### src/rtl/chst_pkg.sv
// ----------------------------------------------------------------------------
// chst_pkg - coalesced hash table shared definitions
// Field widths, request and result codes and common types.
// ----------------------------------------------------------------------------
`default_nettype none

package chst_pkg;

  localparam int KEY_W     = 16;
  localparam int STAT_W    = 2;
  localparam int STEP_W    = 5;

  typedef logic [KEY_W-1:0]  key_t;
  typedef logic [STAT_W-1:0] status_t;
  typedef logic [STEP_W-1:0] steps_t;

  localparam logic REQ_INSERT = 1'b0;
  localparam logic REQ_SEARCH = 1'b1;

  localparam status_t ST_INSERTED  = 2'd0;
  localparam status_t ST_FULL      = 2'd1;
  localparam status_t ST_FOUND     = 2'd2;
  localparam status_t ST_NOT_FOUND = 2'd3;

  localparam steps_t STEPS_MAX = 5'd31;

endpackage

`default_nettype wire

### src/rtl/chst_mod.sv
// ----------------------------------------------------------------------------
// chst_mod - key remainder unit
// Remainder of the key by TABLE_SIZE: reciprocal multiply for the quotient,
// then back-multiply and subtract, one registered stage each.
// ----------------------------------------------------------------------------
`default_nettype none

module chst_mod #(
  parameter int TABLE_SIZE = 16
) (
  input  wire                           clk,
  input  wire                           rst_n,
  input  wire                           start,
  input  wire chst_pkg::key_t           key,
  output logic                          done,
  output logic [$clog2(TABLE_SIZE)-1:0] rem
);

  localparam int IW = $clog2(TABLE_SIZE);
  localparam int KW = chst_pkg::KEY_W;
  localparam int PW = KW + 32;
  // floor(2^32 / TABLE_SIZE) + 1 gives the exact quotient of a 16-bit key
  localparam logic [31:0] RECIP = 32'(((64'd1 << 32) / TABLE_SIZE) + 1);
  localparam chst_pkg::key_t TS_K = KW'(TABLE_SIZE);

  logic            mul_r;
  logic            sub_r;
  logic            done_r;
  chst_pkg::key_t  key_r;
  chst_pkg::key_t  quot_r;
  logic [IW-1:0]   rem_r;
  logic [PW-1:0]   prod;
  chst_pkg::key_t  diff;

  always_comb begin
    prod = PW'(key_r) * PW'(RECIP);
    diff = key_r - quot_r * TS_K;
  end

  always_ff @(posedge clk) begin
    if (!rst_n) begin
      mul_r  <= 1'b0;
      sub_r  <= 1'b0;
      done_r <= 1'b0;
    end else begin
      mul_r  <= start;
      sub_r  <= mul_r;
      done_r <= sub_r;
    end
  end

  always_ff @(posedge clk) begin
    if (start) begin
      key_r <= key;
    end
    if (mul_r) begin
      quot_r <= prod[PW-1:32];
    end
    if (sub_r) begin
      rem_r <= diff[IW-1:0];
    end
  end

  assign done = done_r;
  assign rem  = rem_r;

endmodule

`default_nettype wire

### src/rtl/chst_mem.sv
// ----------------------------------------------------------------------------
// chst_mem - slot store
// Single write port, single read port with registered read data.
// ----------------------------------------------------------------------------
`default_nettype none

module chst_mem #(
  parameter int DEPTH = 16,
  parameter int WIDTH = 22
) (
  input  wire                      clk,
  input  wire                      we,
  input  wire  [$clog2(DEPTH)-1:0] waddr,
  input  wire  [WIDTH-1:0]         wdata,
  input  wire  [$clog2(DEPTH)-1:0] raddr,
  output logic [WIDTH-1:0]         rdata
);

  logic [WIDTH-1:0] mem [DEPTH];
  logic [WIDTH-1:0] rdata_r;

  always_ff @(posedge clk) begin
    if (we) begin
      mem[waddr] <= wdata;
    end
    rdata_r <= mem[raddr];
  end

  assign rdata = rdata_r;

endmodule

`default_nettype wire

### src/rtl/coalesced_hash_table.sv
// Steps: an insert into an empty home slot writes that slot; a search reads the
//   home slot and then follows one chain hop after another. A colliding insert
//   scans up to the lowest free slot, then walks every chain member; an insert
//   into a full table scans all TABLE_SIZE slots and reports full.
// Throughput: one request at a time; the next is taken at the earliest in the
//   cycle the result leaves. Reset: a clearing pass over every slot, no request.
// ----------------------------------------------------------------------------
// coalesced_hash_table - hash table with coalesced chaining
// Sequencer over a shared remainder unit and a slot store with one write port and one read port.
// Inserts fill the home slot or the lowest free slot linked from the chain
// tail; searches walk the chain from home.
// ----------------------------------------------------------------------------
`default_nettype none

module coalesced_hash_table #(
  parameter int TABLE_SIZE = 16
) (
  input  wire                     clk,
  input  wire                     rst_n,
  input  wire                     in_valid,
  output logic                    in_stall,
  input  wire                     in_req_type,
  input  wire  chst_pkg::key_t    in_key,
  output logic                    out_valid,
  input  wire                     out_stall,
  output chst_pkg::status_t       out_status,
  output chst_pkg::steps_t        out_steps
);

  localparam int IW = $clog2(TABLE_SIZE);
  localparam int CW = $clog2(TABLE_SIZE + 1);
  localparam int PW = (CW > chst_pkg::STEP_W) ? CW : chst_pkg::STEP_W;
  localparam int KW = chst_pkg::KEY_W;
  localparam int EW = IW + KW + 2;
  localparam logic [IW-1:0] LAST_SLOT = IW'(TABLE_SIZE - 1);

  localparam logic [3:0] S_CLEAR    = 4'd0;
  localparam logic [3:0] S_IDLE     = 4'd1;
  localparam logic [3:0] S_MOD      = 4'd2;
  localparam logic [3:0] S_RD       = 4'd3;
  localparam logic [3:0] S_CHK      = 4'd4;
  localparam logic [3:0] S_SCAN_RD  = 4'd5;
  localparam logic [3:0] S_SCAN_CHK = 4'd6;
  localparam logic [3:0] S_WALK_RD  = 4'd7;
  localparam logic [3:0] S_WALK_CHK = 4'd8;
  localparam logic [3:0] S_WR_NEW   = 4'd9;

  logic [3:0]         state_r;
  logic               op_r;
  chst_pkg::key_t     key_r;
  logic [IW-1:0]      cur_r;
  logic [IW-1:0]      free_r;
  logic [IW-1:0]      clr_r;
  logic [CW-1:0]      pos_r;
  logic               out_valid_r;
  chst_pkg::status_t  out_status_r;
  chst_pkg::steps_t   out_steps_r;

  logic               accept;
  logic               mod_done;
  logic [IW-1:0]      mod_rem;

  logic               mem_we;
  logic [IW-1:0]      mem_waddr;
  logic [EW-1:0]      mem_wdata;
  logic [IW-1:0]      mem_raddr;
  logic [EW-1:0]      mem_rdata;

  logic               r_used;
  logic               r_lv;
  logic [IW-1:0]      r_link;
  chst_pkg::key_t     r_key;

  logic [PW-1:0]      pos_ext;
  chst_pkg::steps_t   steps_sat;

  assign in_stall = !((state_r == S_IDLE) && (!out_valid_r || !out_stall));
  assign accept   = in_valid && !in_stall;

  // entry layout: {used, link valid, link, key}
  assign r_used = mem_rdata[EW-1];
  assign r_lv   = mem_rdata[EW-2];
  assign r_link = mem_rdata[KW +: IW];
  assign r_key  = mem_rdata[KW-1:0];

  assign pos_ext   = PW'(pos_r);
  assign steps_sat = (pos_ext > PW'(chst_pkg::STEPS_MAX)) ? chst_pkg::STEPS_MAX
                                                          : pos_ext[chst_pkg::STEP_W-1:0];

  assign mem_raddr = ((state_r == S_SCAN_RD) || (state_r == S_SCAN_CHK)) ? free_r : cur_r;

  always_comb begin
    mem_we    = 1'b0;
    mem_waddr = cur_r;
    mem_wdata = {1'b1, 1'b0, {IW{1'b0}}, key_r};
    unique case (state_r)
      S_CLEAR: begin
        mem_we    = 1'b1;
        mem_waddr = clr_r;
        mem_wdata = '0;
      end
      S_CHK: begin
        mem_we = (op_r == chst_pkg::REQ_INSERT) && !r_used;
      end
      S_WALK_CHK: begin
        mem_we    = !r_lv;
        mem_wdata = {1'b1, 1'b1, free_r, r_key};
      end
      S_WR_NEW: begin
        mem_we    = 1'b1;
        mem_waddr = free_r;
      end
      default: begin
        mem_we = 1'b0;
      end
    endcase
  end

  chst_mod #(
    .TABLE_SIZE (TABLE_SIZE)
  ) u_mod (
    .clk   (clk),
    .rst_n (rst_n),
    .start (accept),
    .key   (in_key),
    .done  (mod_done),
    .rem   (mod_rem)
  );

  chst_mem #(
    .DEPTH (TABLE_SIZE),
    .WIDTH (EW)
  ) u_mem (
    .clk   (clk),
    .we    (mem_we),
    .waddr (mem_waddr),
    .wdata (mem_wdata),
    .raddr (mem_raddr),
    .rdata (mem_rdata)
  );

  always_ff @(posedge clk) begin
    if (!rst_n) begin
      state_r     <= S_CLEAR;
      clr_r       <= '0;
      out_valid_r <= 1'b0;
    end else begin
      if (out_valid_r && !out_stall) begin
        out_valid_r <= 1'b0;
      end
      unique case (state_r)
        S_CLEAR: begin
          clr_r <= clr_r + 1'b1;
          if (clr_r == LAST_SLOT) begin
            state_r <= S_IDLE;
          end
        end
        S_IDLE: begin
          if (accept) begin
            state_r <= S_MOD;
          end
        end
        S_MOD: begin
          if (mod_done) begin
            state_r <= S_RD;
          end
        end
        S_RD: begin
          state_r <= S_CHK;
        end
        S_CHK: begin
          if (op_r == chst_pkg::REQ_INSERT) begin
            if (!r_used) begin
              out_valid_r <= 1'b1;
              state_r     <= S_IDLE;
            end else begin
              state_r <= S_SCAN_RD;
            end
          end else if (!r_used || (r_key == key_r) || !r_lv) begin
            out_valid_r <= 1'b1;
            state_r     <= S_IDLE;
          end else begin
            state_r <= S_RD;
          end
        end
        S_SCAN_RD: begin
          state_r <= S_SCAN_CHK;
        end
        S_SCAN_CHK: begin
          if (!r_used) begin
            state_r <= S_WALK_RD;
          end else if (free_r == LAST_SLOT) begin
            out_valid_r <= 1'b1;
            state_r     <= S_IDLE;
          end else begin
            state_r <= S_SCAN_RD;
          end
        end
        S_WALK_RD: begin
          state_r <= S_WALK_CHK;
        end
        S_WALK_CHK: begin
          state_r <= r_lv ? S_WALK_RD : S_WR_NEW;
        end
        S_WR_NEW: begin
          out_valid_r <= 1'b1;
          state_r     <= S_IDLE;
        end
        default: begin
          state_r <= S_IDLE;
        end
      endcase
    end
  end

  always_ff @(posedge clk) begin
    if (accept) begin
      op_r  <= in_req_type;
      key_r <= in_key;
    end
    unique case (state_r)
      S_MOD: begin
        if (mod_done) begin
          cur_r <= mod_rem;
          pos_r <= CW'(1);
        end
      end
      S_CHK: begin
        if (op_r == chst_pkg::REQ_INSERT) begin
          out_status_r <= chst_pkg::ST_INSERTED;
          out_steps_r  <= '0;
          free_r       <= '0;
        end else if (!r_used) begin
          out_status_r <= chst_pkg::ST_NOT_FOUND;
          out_steps_r  <= '0;
        end else if (r_key == key_r) begin
          out_status_r <= chst_pkg::ST_FOUND;
          out_steps_r  <= steps_sat;
        end else if (!r_lv) begin
          out_status_r <= chst_pkg::ST_NOT_FOUND;
          out_steps_r  <= '0;
        end else begin
          cur_r <= r_link;
          pos_r <= pos_r + 1'b1;
        end
      end
      S_SCAN_CHK: begin
        if (r_used) begin
          if (free_r == LAST_SLOT) begin
            out_status_r <= chst_pkg::ST_FULL;
            out_steps_r  <= '0;
          end else begin
            free_r <= free_r + 1'b1;
          end
        end
      end
      S_WALK_CHK: begin
        if (r_lv) begin
          cur_r <= r_link;
        end
      end
      S_WR_NEW: begin
        out_status_r <= chst_pkg::ST_INSERTED;
        out_steps_r  <= '0;
      end
      default: begin
      end
    endcase
  end

  assign out_valid  = out_valid_r;
  assign out_status = out_status_r;
  assign out_steps  = out_steps_r;

endmodule

`default_nettype wire
### config.mk
export PLATFORM = sky130hd
export DESIGN_NAME = coalesced_hash_table
export DESIGN_NICKNAME = d
export VERILOG_FILES = /design/src/rtl/chst_pkg.sv /design/src/rtl/chst_mod.sv /design/src/rtl/chst_mem.sv /design/src/rtl/coalesced_hash_table.sv
export SDC_FILE = /design/constraint.sdc
export NUM_CORES = 1
export LEC_CHECK = 0
export BUFFER_PORTS_ARGS = -buffer_cell sky130_fd_sc_hd__buf_2
export CAP_MARGIN = 10
export CORE_ASPECT_RATIO = 1.4
export CORE_MARGIN = 5
export CORE_UTILIZATION = 63
export DETAILED_ROUTE_END_ITERATION = 12
export PLACE_DENSITY = 0.8
export SKIP_LAST_GASP = 1
export SLEW_MARGIN = 20
export SYNTH_ARGS = -nofsm -noshare
export SYNTH_HDL_FRONTEND = slang
export SYNTH_SLANG_ARGS = --single-unit
### constraint.sdc
create_clock -name clk -period 4.15 [get_ports clk]
set_input_delay 0.2075 -clock clk [delete_from_list [all_inputs] [get_ports clk]]
set_output_delay 0.2075 -clock clk [all_outputs]
set_load 0.05 [all_outputs]
## Word level (Yosys, flattened, before mapping)

Memory sizes are Yosys's and may differ from the RTL's. A register that Yosys moved wholly into a read port is not among the register bits.
Index checks and enable logic that the tools add are counted.

- Bits in writable memories: 352
- Input port bits: 21
- Output and inout port bits: 9
- Memories kept: 1
- Register bits: 53
- Logic and storage cells: 123

- Reduce and logical (&&, ||, !) cells: 24
- Equal/unequal tests: 24
- $add $sub $neg: 4
- Bitwise gates (word level): 1
- Multiplexer cells: 54
- Magnitude comparators: 1

Memories:

| memory | depth | bits a word | read ports | clocked after memory_dff | write ports | line | text |
|---|---|---|---|---|---|---|---|
| u_mem.mem | 16 | 22 | 1 | 1 | 1 | chst_mem.sv:19 | `logic [WIDTH-1:0] mem [DEPTH];` |

Operators with widths:

| operator | number |
|---|---|
| two-way mux 5 bit | 12 |
| two-way mux 4 bit | 14 |
| case mux 22 bit (2 select lines) | 1 |
| case mux 4 bit (9 select lines) | 1 |
| == test 16 bit | 1 |
| == test 4 x 3 -> 1 bit (second input constant) | 4 |
| == test 4 bit (second input constant) | 4 |
| case mux 4 bit (2 select lines) | 2 |
| case mux 5 bit (3 select lines) | 1 |
| two-way mux 2 bit | 7 |
| != test 2 x 1 -> 1 bit (second input constant) | 6 |
| case mux 4 bit (3 select lines) | 1 |
| != test 2 bit (second input constant) | 5 |
| case mux 5 bit (2 select lines) | 1 |
| two-way mux 3 bit | 3 |
| adder 4 x 1 -> 4 bit (second input constant) | 2 |
| == test 4 x 2 -> 1 bit (second input constant) | 2 |
| two-way mux 1 bit | 8 |
| AND reduction 4 bit | 2 |
| case mux 1 bit (3 select lines) | 2 |
| case mux 2 bit (3 select lines) | 1 |
| AND reduction 6 bit | 1 |
| nonzero test 3 bit | 2 |
| adder 5 x 1 -> 5 bit (second input constant) | 1 |
| other kinds (13) | 24 |

## Longest topological paths before layout

Gate-level depths: netlist of run 1.

- Depth after elaboration: 6
- Mapped depth: 9
- Mapped depth without buffers: 6

## By module

From an unflattened synthesis of run 1, not the netlist that was laid out.

- Cells, all modules: 884
- Area total of the unflattened synthesis: 16898.7 µm²

Modules (own cells, without submodules):

| module | cells each | times used | sequential area each (µm²) | area an instance (µm²) |
|---|---|---|---|---|
| chst_mem | 583 | 1 | 11010.6 | 13822.0 |
| coalesced_hash_table | 287 | 1 | 1291.2 | 2757.6 |
| chst_mod | 14 | 1 | 300.3 | 319.1 |

## Worst setup path after synthesis of run 1

Ideal clock, no wire load.

- Kind: register to register
- Start point: register state_r[0]
- End point: memory u_mem.mem[2][0] (enable)
- Path buffers: 1
- Stages on the path, launching flop included: 7
- Arrival: 2.674 ns
- Setup time: 0.401 ns
- Slack: 1.076 ns
- Required time: 3.749 ns
- Clock period less this slack: 3.074 ns
- Path through: dfxtp_1 buf_6 or4b_1 nor3_1 or2_2 or3b_1 nor2_1

- Longest elaborated chain between the ends: 5
- Elaborated cells between the ends (all ways): 9
- Classes of those cells: eq/ne (3); mux (4); reduce/logical (2)

RTL lines:

| what | line | text |
|---|---|---|
| start: declaration | coalesced_hash_table.sv:48 | `logic [3:0] state_r;` |
| start signal: assignment | coalesced_hash_table.sv:203 | `state_r <= r_lv ? S_WALK_RD : S_WR_NEW;` |
| == test 4 bit or logical NOT 4 bit (tied branches) | coalesced_hash_table.sv:96 | `unique case (state_r)` |
| OR reduction 2 bit (no source line) | - |  |
| case mux 1 bit (3 select lines) | coalesced_hash_table.sv:96 |  |
| two-way mux 1 bit | chst_mem.sv:23 | `if (we) begin` |
| two-way mux 1 bit (implied by the code) | chst_mem.sv:24 | `mem[waddr] <= wdata;` |
| end: declaration | chst_mem.sv:19 |  |

Parallel ways exist; a longest one is shown, timed or not.

## Final worst setup path of run 1

- Start point: register state_r[1]
- End point: register u_mem.rdata_r[12], in the netlist u_mem.rdata[12] (read register of u_mem.mem)

- Longest elaborated chain between the ends: 3
- Elaborated cells between the ends (all ways): 4
- Classes of those cells: eq/ne (2); mux (1); reduce/logical (1)

RTL lines:

| what | line | text |
|---|---|---|
| == test 4 x 3 -> 1 bit | coalesced_hash_table.sv:90 | `assign mem_raddr = ((state_r == S_SCAN_RD) \|\| (state_r == S_SCAN_CHK)) ? free_r : cur_r;` |
| logical OR 1 bit * | coalesced_hash_table.sv:90 |  |
| two-way mux 4 bit * | coalesced_hash_table.sv:90 |  |
| end: declaration | chst_mem.sv:20 | `logic [WIDTH-1:0] rdata_r;` |

Mark *: on every way between the ends. The rest lies on a longest branch, timed or not.
A chain may end at the register's enable or synchronous reset.

==> impl_metrics.tcl, run 1 <==
set metrics [dict create \
    outcome "finished clean" \
    critical_path.endpoint_type "flip-flop" \
    drcViolationCount 0 \
    synth_top_area_share_pct 58.9 \
    power.leakage_nw 7.52 \
    clk_pin_slew_ps 60 \
    drive_gt1_share_pct 11.3 \
    area_growth_pct 11.5 \
    async_flop_share_pct 0 \
    grt_pass1_vias 14800 \
    drt-initial-drc-count 1926 \
    die_area_sq_mm 0.0355 \
    first_pass_iters 8 \
    drv_cap 0 \
    crit_family "compound AO/OA/AOI/OAI gates" \
    cts.path.max_buffers 3 \
    setup_viol 0 \
    track_usage_pct 31.1 \
    setup-tns-final_ps 0 \
    finalHoldViolations 0 \
    grt_pass1_wl_microns 85900 \
    period_needed_ps 3400 \
    ant_nets 0 \
    portBuffers 29 \
    cts.repair.resized 0 \
    grt_max_degree 183 \
    yosysWarnings 0 \
    dp.final_hpwl_microns 33300 \
    start_util_pct 63.6 \
    antenna_found_initial 0 \
    wire_per_inst_microns 25.7 \
    viasPerCell 6.90 \
    rsz0062_at_grt "no" \
    crit_arrival_ps 3890 \
    ys_top_cells_by_area "edfxtp_1 59%, nand2b_1 5.6%, nand2_1 4.3%" \
    synth_area_sq_mm 0.0200 \
    numCtsBuffers 40 \
    fmax_ghz 0.294 \
    routed_wl_microns 56000 \
    dieWidth_microns 161 \
    crit_fanout 65 \
    tightest_slew_ps 1080 \
    max-vdd-ir-drop_uv 334 \
    crit_chain "xnor2_4 -> buf_4 -> o21ai_4 -> buf_12 -> nand3_1 -> a32oi_1 -> and4_1" \
    synth_top_flop_cell "edfxtp_1" \
    clockRootBuffer "clkbuf_16" \
    grt_overflow_total 0 \
    routabilityCongestion 0.955 \
    num_vias 15000 \
    yosysTopAreaCell "edfxtp_1" \
    fin_skew_ps 19.0 \
    avgSynthCellArea_sq_um 11.5 \
    worstPathRequired_ps 4640 \
    cp-start-kind "flip-flop" \
    fp.dieH_microns 221 \
    ios 30 \
    ys_seq_area_share_pct 62.3 \
    critPathKind "reg -> reg" \
    n_antenna_cell 0 \
    numClockSinks 427 \
    slowest_delay_ps 800 \
    met1_usage_pct 39.5 \
    maxSlewHeadroom_pct 28.2 \
    critPathSlowestCell "dfxtp_1" \
    syn-num-nets 1775 \
    cp.buffers_inverters 2 \
    netlist-cell-type-count 62 \
    fp.coreArea_sq_mm 0.0315 \
    cts_tree "yes" \
    whs_ps 117 \
    grt_util_met3_pct 4.64 \
    top_usage_layer "met2" \
    grtUsageMet2_pct 52.2 \
    htree_levels 2 \
    synth_cells 1750 \
    insertion_delay_ps 550 \
    synth-seq-cells 427 \
    nets 1779 \
    maxSlewViolCount 0 \
    synth-edff-count 393 \
    timing.final.crit_share_pct 81.8 \
    row_count 77 \
    powerDensity_mw_per_mm2 381 \
    worstHoldPathType "in -> reg" \
]
## final timing paths
path | slack (ps) | cells after the start | end | start
worst min-delay path | 120 | 3 | out_valid | out_stall
worst min register to register | 440 | 1 | u_mod.sub_r | u_mod.mul_r
worst max-delay path | 750 | 7 | u_mem.rdata[12] | state_r[1]
worst max register to register | 750 | 7 | u_mem.rdata[12] | state_r[1]
## layer usage
layer / up-vias / part of all wire, % / wire [microns]
li1: 6599 / - / -
met1: 7304 / 35 / 19900
met2: 951 / 50 / 27800
met3: 191 / 9.2 / 5150
met4: 0 / 5.8 / 3230
met5: - / 0 / 0
## registers in the layout, summed over array words and instances (netlist names)
signal,count
out_steps,5
u_mem.rdata,22
u_mod.sub_r,1
out_status,2
u_mod.rem,4
out_valid,1
clr_r,4
u_mod.mul_r,1
op_r,1
u_mod.key_r,16
state_r,4
free_r,4
u_mem.mem,352
u_mod.done,1
cur_r,4
pos_ext,5
## through the flow
stage                     util, %  cell area (sq um)  instances  setup slack [ps]  total power [mW]
after floorplan                 -              20000       1750              1080              4.93
after global placement       66.2              20900       2088               916              5.00
after detailed placement     66.2              20900       2088               852              5.01
after CTS                    70.9              22300       2181               826              8.53
after global routing         70.9              22300       2181               652              8.75
final                        70.9              22300       2181               754              8.52
## synthesized netlist by cell type (all sizes together), types with 6 or more instances
cell type  count
buf           29
and3          12
a22oi         90
nor2         119
inv            7
nand2        227
xnor2         20
a32oi         88
nand2b       179
o211ai         6
a211oi        91
clkbuf       128
dfxtp         34
and2          13
nand4          8
and4          22
nand3         99
o21ai        110
edfxtp       393
## layout make-up
cell class	count	area, sq um
Sequential cell	427	12500
Fill cell	2147	9170
Multi-Input combinational cell	1159	7050
Clock buffer	55	1120
Timing Repair Buffer	119	1010
Tap cell	395	494
Clock inverter	19	155
Inverter	7	26.3
## power by group
group	switching (mW)	internal, mW
sequential	0.0342	4.73
combinational	0.112	0.0637
clock	1.56	2.02
total	1.70	6.81
## cell usage in the layout, fill, tap and decap left out, types with 5 or more instances in the layout
| master | count |
|---|---|
| o21ai_0 | 105 |
| xnor2_1 | 19 |
| buf_2 | 29 |
| inv_1 | 7 |
| buf_4 | 60 |
| dfxtp_1 | 34 |
| nor2_2 | 13 |
| a32oi_1 | 88 |
| nor3_1 | 5 |
| a211oi_1 | 91 |
| and3_1 | 11 |
| and2_1 | 12 |
| o211ai_1 | 6 |
| clkbuf_16 | 41 |
| clkinv_1 | 6 |
| buf_12 | 11 |
| clkinv_2 | 6 |
| dlygate4sd3_1 | 19 |
| edfxtp_1 | 393 |
| nor2_1 | 103 |
| nand2_1 | 227 |
| nand2b_1 | 178 |
| and4_1 | 22 |
| nand3_1 | 98 |
| clkbuf_1 | 10 |
| nand4_1 | 8 |
| a22oi_1 | 88 |
## worst register-to-register path, cell delays in order (launching register included)
cell	delay, ps
dfxtp_1	800
xnor2_4	250
buf_4	350
o21ai_4	740
buf_12	390
nand3_1	200
a32oi_1	390
and4_1	240
## what timing repair did
action | 4_1_cts | 5_1_grt
endpoints found under the hold margin | 23 | 0
setup buffers | 0 | 0
hold buffers | 19 | 0
## kinds of logic after synthesis
family | share of synthesized area (%)
flops | 62.3
compound gates | 15.4
buf+inv | 3.32
mux | 0.275
fa+ha+maj | 0.250
simple gates | 17.3
xor+xnor | 1.22
Power figures use the tool's default switching activity.
==> inputs of run 2 (changes only) <==
--- a/config.mk
+++ b/config.mk
@@ -9,9 +9,9 @@
 export CAP_MARGIN = 10
 export CORE_ASPECT_RATIO = 1.4
 export CORE_MARGIN = 5
-export CORE_UTILIZATION = 63
+export CORE_UTILIZATION = 57
 export DETAILED_ROUTE_END_ITERATION = 12
-export PLACE_DENSITY = 0.8
+export PLACE_DENSITY = 0.76
 export SKIP_LAST_GASP = 1
 export SLEW_MARGIN = 20
 export SYNTH_ARGS = -nofsm -noshare
==> constraint.sdc (replaced) <==
create_clock -name clk -period 2.85 [get_ports clk]
set_input_delay 0.1425 -clock clk [delete_from_list [all_inputs] [get_ports clk]]
set_output_delay 0.1425 -clock clk [all_outputs]
set_load 0.05 [all_outputs]
==> run 2 against run 1 <==
Total power increased by 48%. Sequential share of layout area decreased by 1.9 points. Fmax increased by 27%. Die area increased by 9.9%. Combinational power increased by 52%. Critical path type unchanged.
==> impl_metrics.tcl, run 2 (synthesized netlist as in run 1, its figures left out) <==
set metrics [dict create \
    preCtsSetupSlack_ps 217 \
    drv_cap 0 \
    antenna_found_initial 0 \
    cts.path.max_buffers 3 \
    fin_skew_ps 15.1 \
    fp.coreArea_sq_mm 0.0349 \
    critPathKind "reg -> reg" \
    timing.final.crit_share_pct 93.8 \
    num_vias 15300 \
    finalHoldViolations 0 \
    routabilityCongestion 0.930 \
    r2r_slack_ps 180 \
    drcViolationCount 0 \
    layout_setup_ws_ps 176 \
    die_area_sq_mm 0.0391 \
    maxSlewHeadroom_pct 37.4 \
    clockRootBuffer "clkbuf_16" \
    crit_arrival_ps 3160 \
    routed_wl_microns 57400 \
    setup_viol 0 \
    worstPathRequired_ps 3340 \
    cts.repair.resized 0 \
    tightest_slew_ps 940 \
    viasPerCell 6.67 \
    fmax_ghz 0.374 \
    crit_family "buffers and inverters" \
    power.leakage_nw 7.88 \
    hold_buffers 19 \
    n_antenna_cell 0 \
    crit_fanout 31 \
    holdPathStages 3 \
    clk_pin_slew_ps 60 \
    powerDensity_mw_per_mm2 547 \
    insertion_delay_ps 560 \
    cts_tree "yes" \
    worst-path-stages 9 \
    cts_setup_buffers 0 \
    row_count 81 \
    fp.dieH_microns 232 \
    numClockSinks 427 \
    outcome "finished clean" \
    whs_ps 64.0 \
    grt_overflow_total 0 \
    max-vdd-ir-drop_uv 550 \
    area_growth_pct 15.4 \
    maxSlewViolCount 0 \
    regMostFlops "u_mem.mem" \
    grt_max_degree 105 \
    ant_nets 0 \
    start_util_pct 57.5 \
    largest_register_ffs 352 \
    cpMostUsedCell "buf_4" \
    final_common_cell "edfxtp_1" \
    numCtsBuffers 40 \
    fill_cells 2466 \
    setup-tns-final_ps 0 \
    drt-initial-drc-count 1714 \
    portBuffers 29 \
    nets 1826 \
    reg2reg_depth 9 \
    first_pass_iters 8 \
    rsz0062_at_grt "no" \
    cp-start-kind "flip-flop" \
    htree_levels 2 \
    grt_pass1_wl_microns 87200 \
    critical_path.endpoint_type "flip-flop" \
    dieWidth_microns 168 \
    ios 30 \
    slowest_delay_ps 470 \
    dp.final_hpwl_microns 35800 \
    wire_per_inst_microns 25.1 \
    grt_pass1_vias 15200 \
    critPathSlowestCell "dfxtp_1" \
    cp.buffers_inverters 4 \
    drive_gt1_share_pct 13.7 \
    crit_chain "buf_4 -> xor2_4 -> buf_12 -> and3_2 -> buf_4 -> buf_4 -> o21ai_0 -> a32oi_1 -> and4_1" \
    worstHoldPathType "in -> reg" \
    final_cell_mix "393 x edfxtp_1, 227 x nand2_1, 178 x nand2b_1, 108 x o21ai_0, 103 x nor2_1" \
    period_needed_ps 2670 \
    track_usage_pct 29.0 \
]
==> run 2: changes by cell type in the layout (fill, tap and decap cells not counted) <==
cell and change:
buf_12 +24, buf_4 +23, clkbuf_1 -4, o21ai_0 +3, bufinv_16 +2, o21ai_1 -2, clkbuf_8 +1, clkinv_2 +1
o21ai_2 -1
==> run 2: power breakdown <==
part	switching [mW]	internal, mW
logic	0.166	0.102
clock network	2.30	3.14
registers	0.0529	6.88
total	2.52	10.1
==> run 2: cell type report <==
class	count	area (sq um)	share of cell area (%)
sequential	427	12500	54.0
multi-input combinational	1159	7050	30.5
timing repair buffer	166	1660	7.17
clock buffer	52	1120	4.83
tap	456	571	2.47
clock inverter	22	220	0.952
inverter	7	26.3	0.114
==> run 2: per-layer routing <==
layer	vias to the layer above	part of all wire, %	GRT usage (%)
li1	6688	-	-
met5	-	0	0
met4	0	6.0	16.2
met2	876	50	50.2
met1	7510	35	34.9
met3	197	8.1	3.93
==> run 2: through the flow <==
step	total power, mW	util [%]	cells	cell area, sq um
floorplan	7.18	-	1750	20100
global placement	7.30	61.9	2196	21600
CTS	12.7	66.3	2289	23100
detailed placement	7.31	61.9	2196	21600
finish	12.6	66.3	2289	23100
global route	13.0	66.3	2289	23100
==> run 2: path summary, 6_finish.rpt <==
kind	startpoint	to
setup reg to reg	state_r[1]	u_mem.rdata[21]
hold reg to reg	u_mod.mul_r	u_mod.sub_r
hold / removal	out_stall	out_valid
setup / recovery	state_r[1]	u_mem.rdata[21]
==> run 2: tightest hold or removal path: cells and delay by family <==
| family | cells | cell delay [ps] |
|---|---|---|
| AO/OA/AOI/OAI | 1 | 150 |
| AND/OR/NAND/NOR | 1 | 150 |
| buffers and inverters | 1 | 90 |
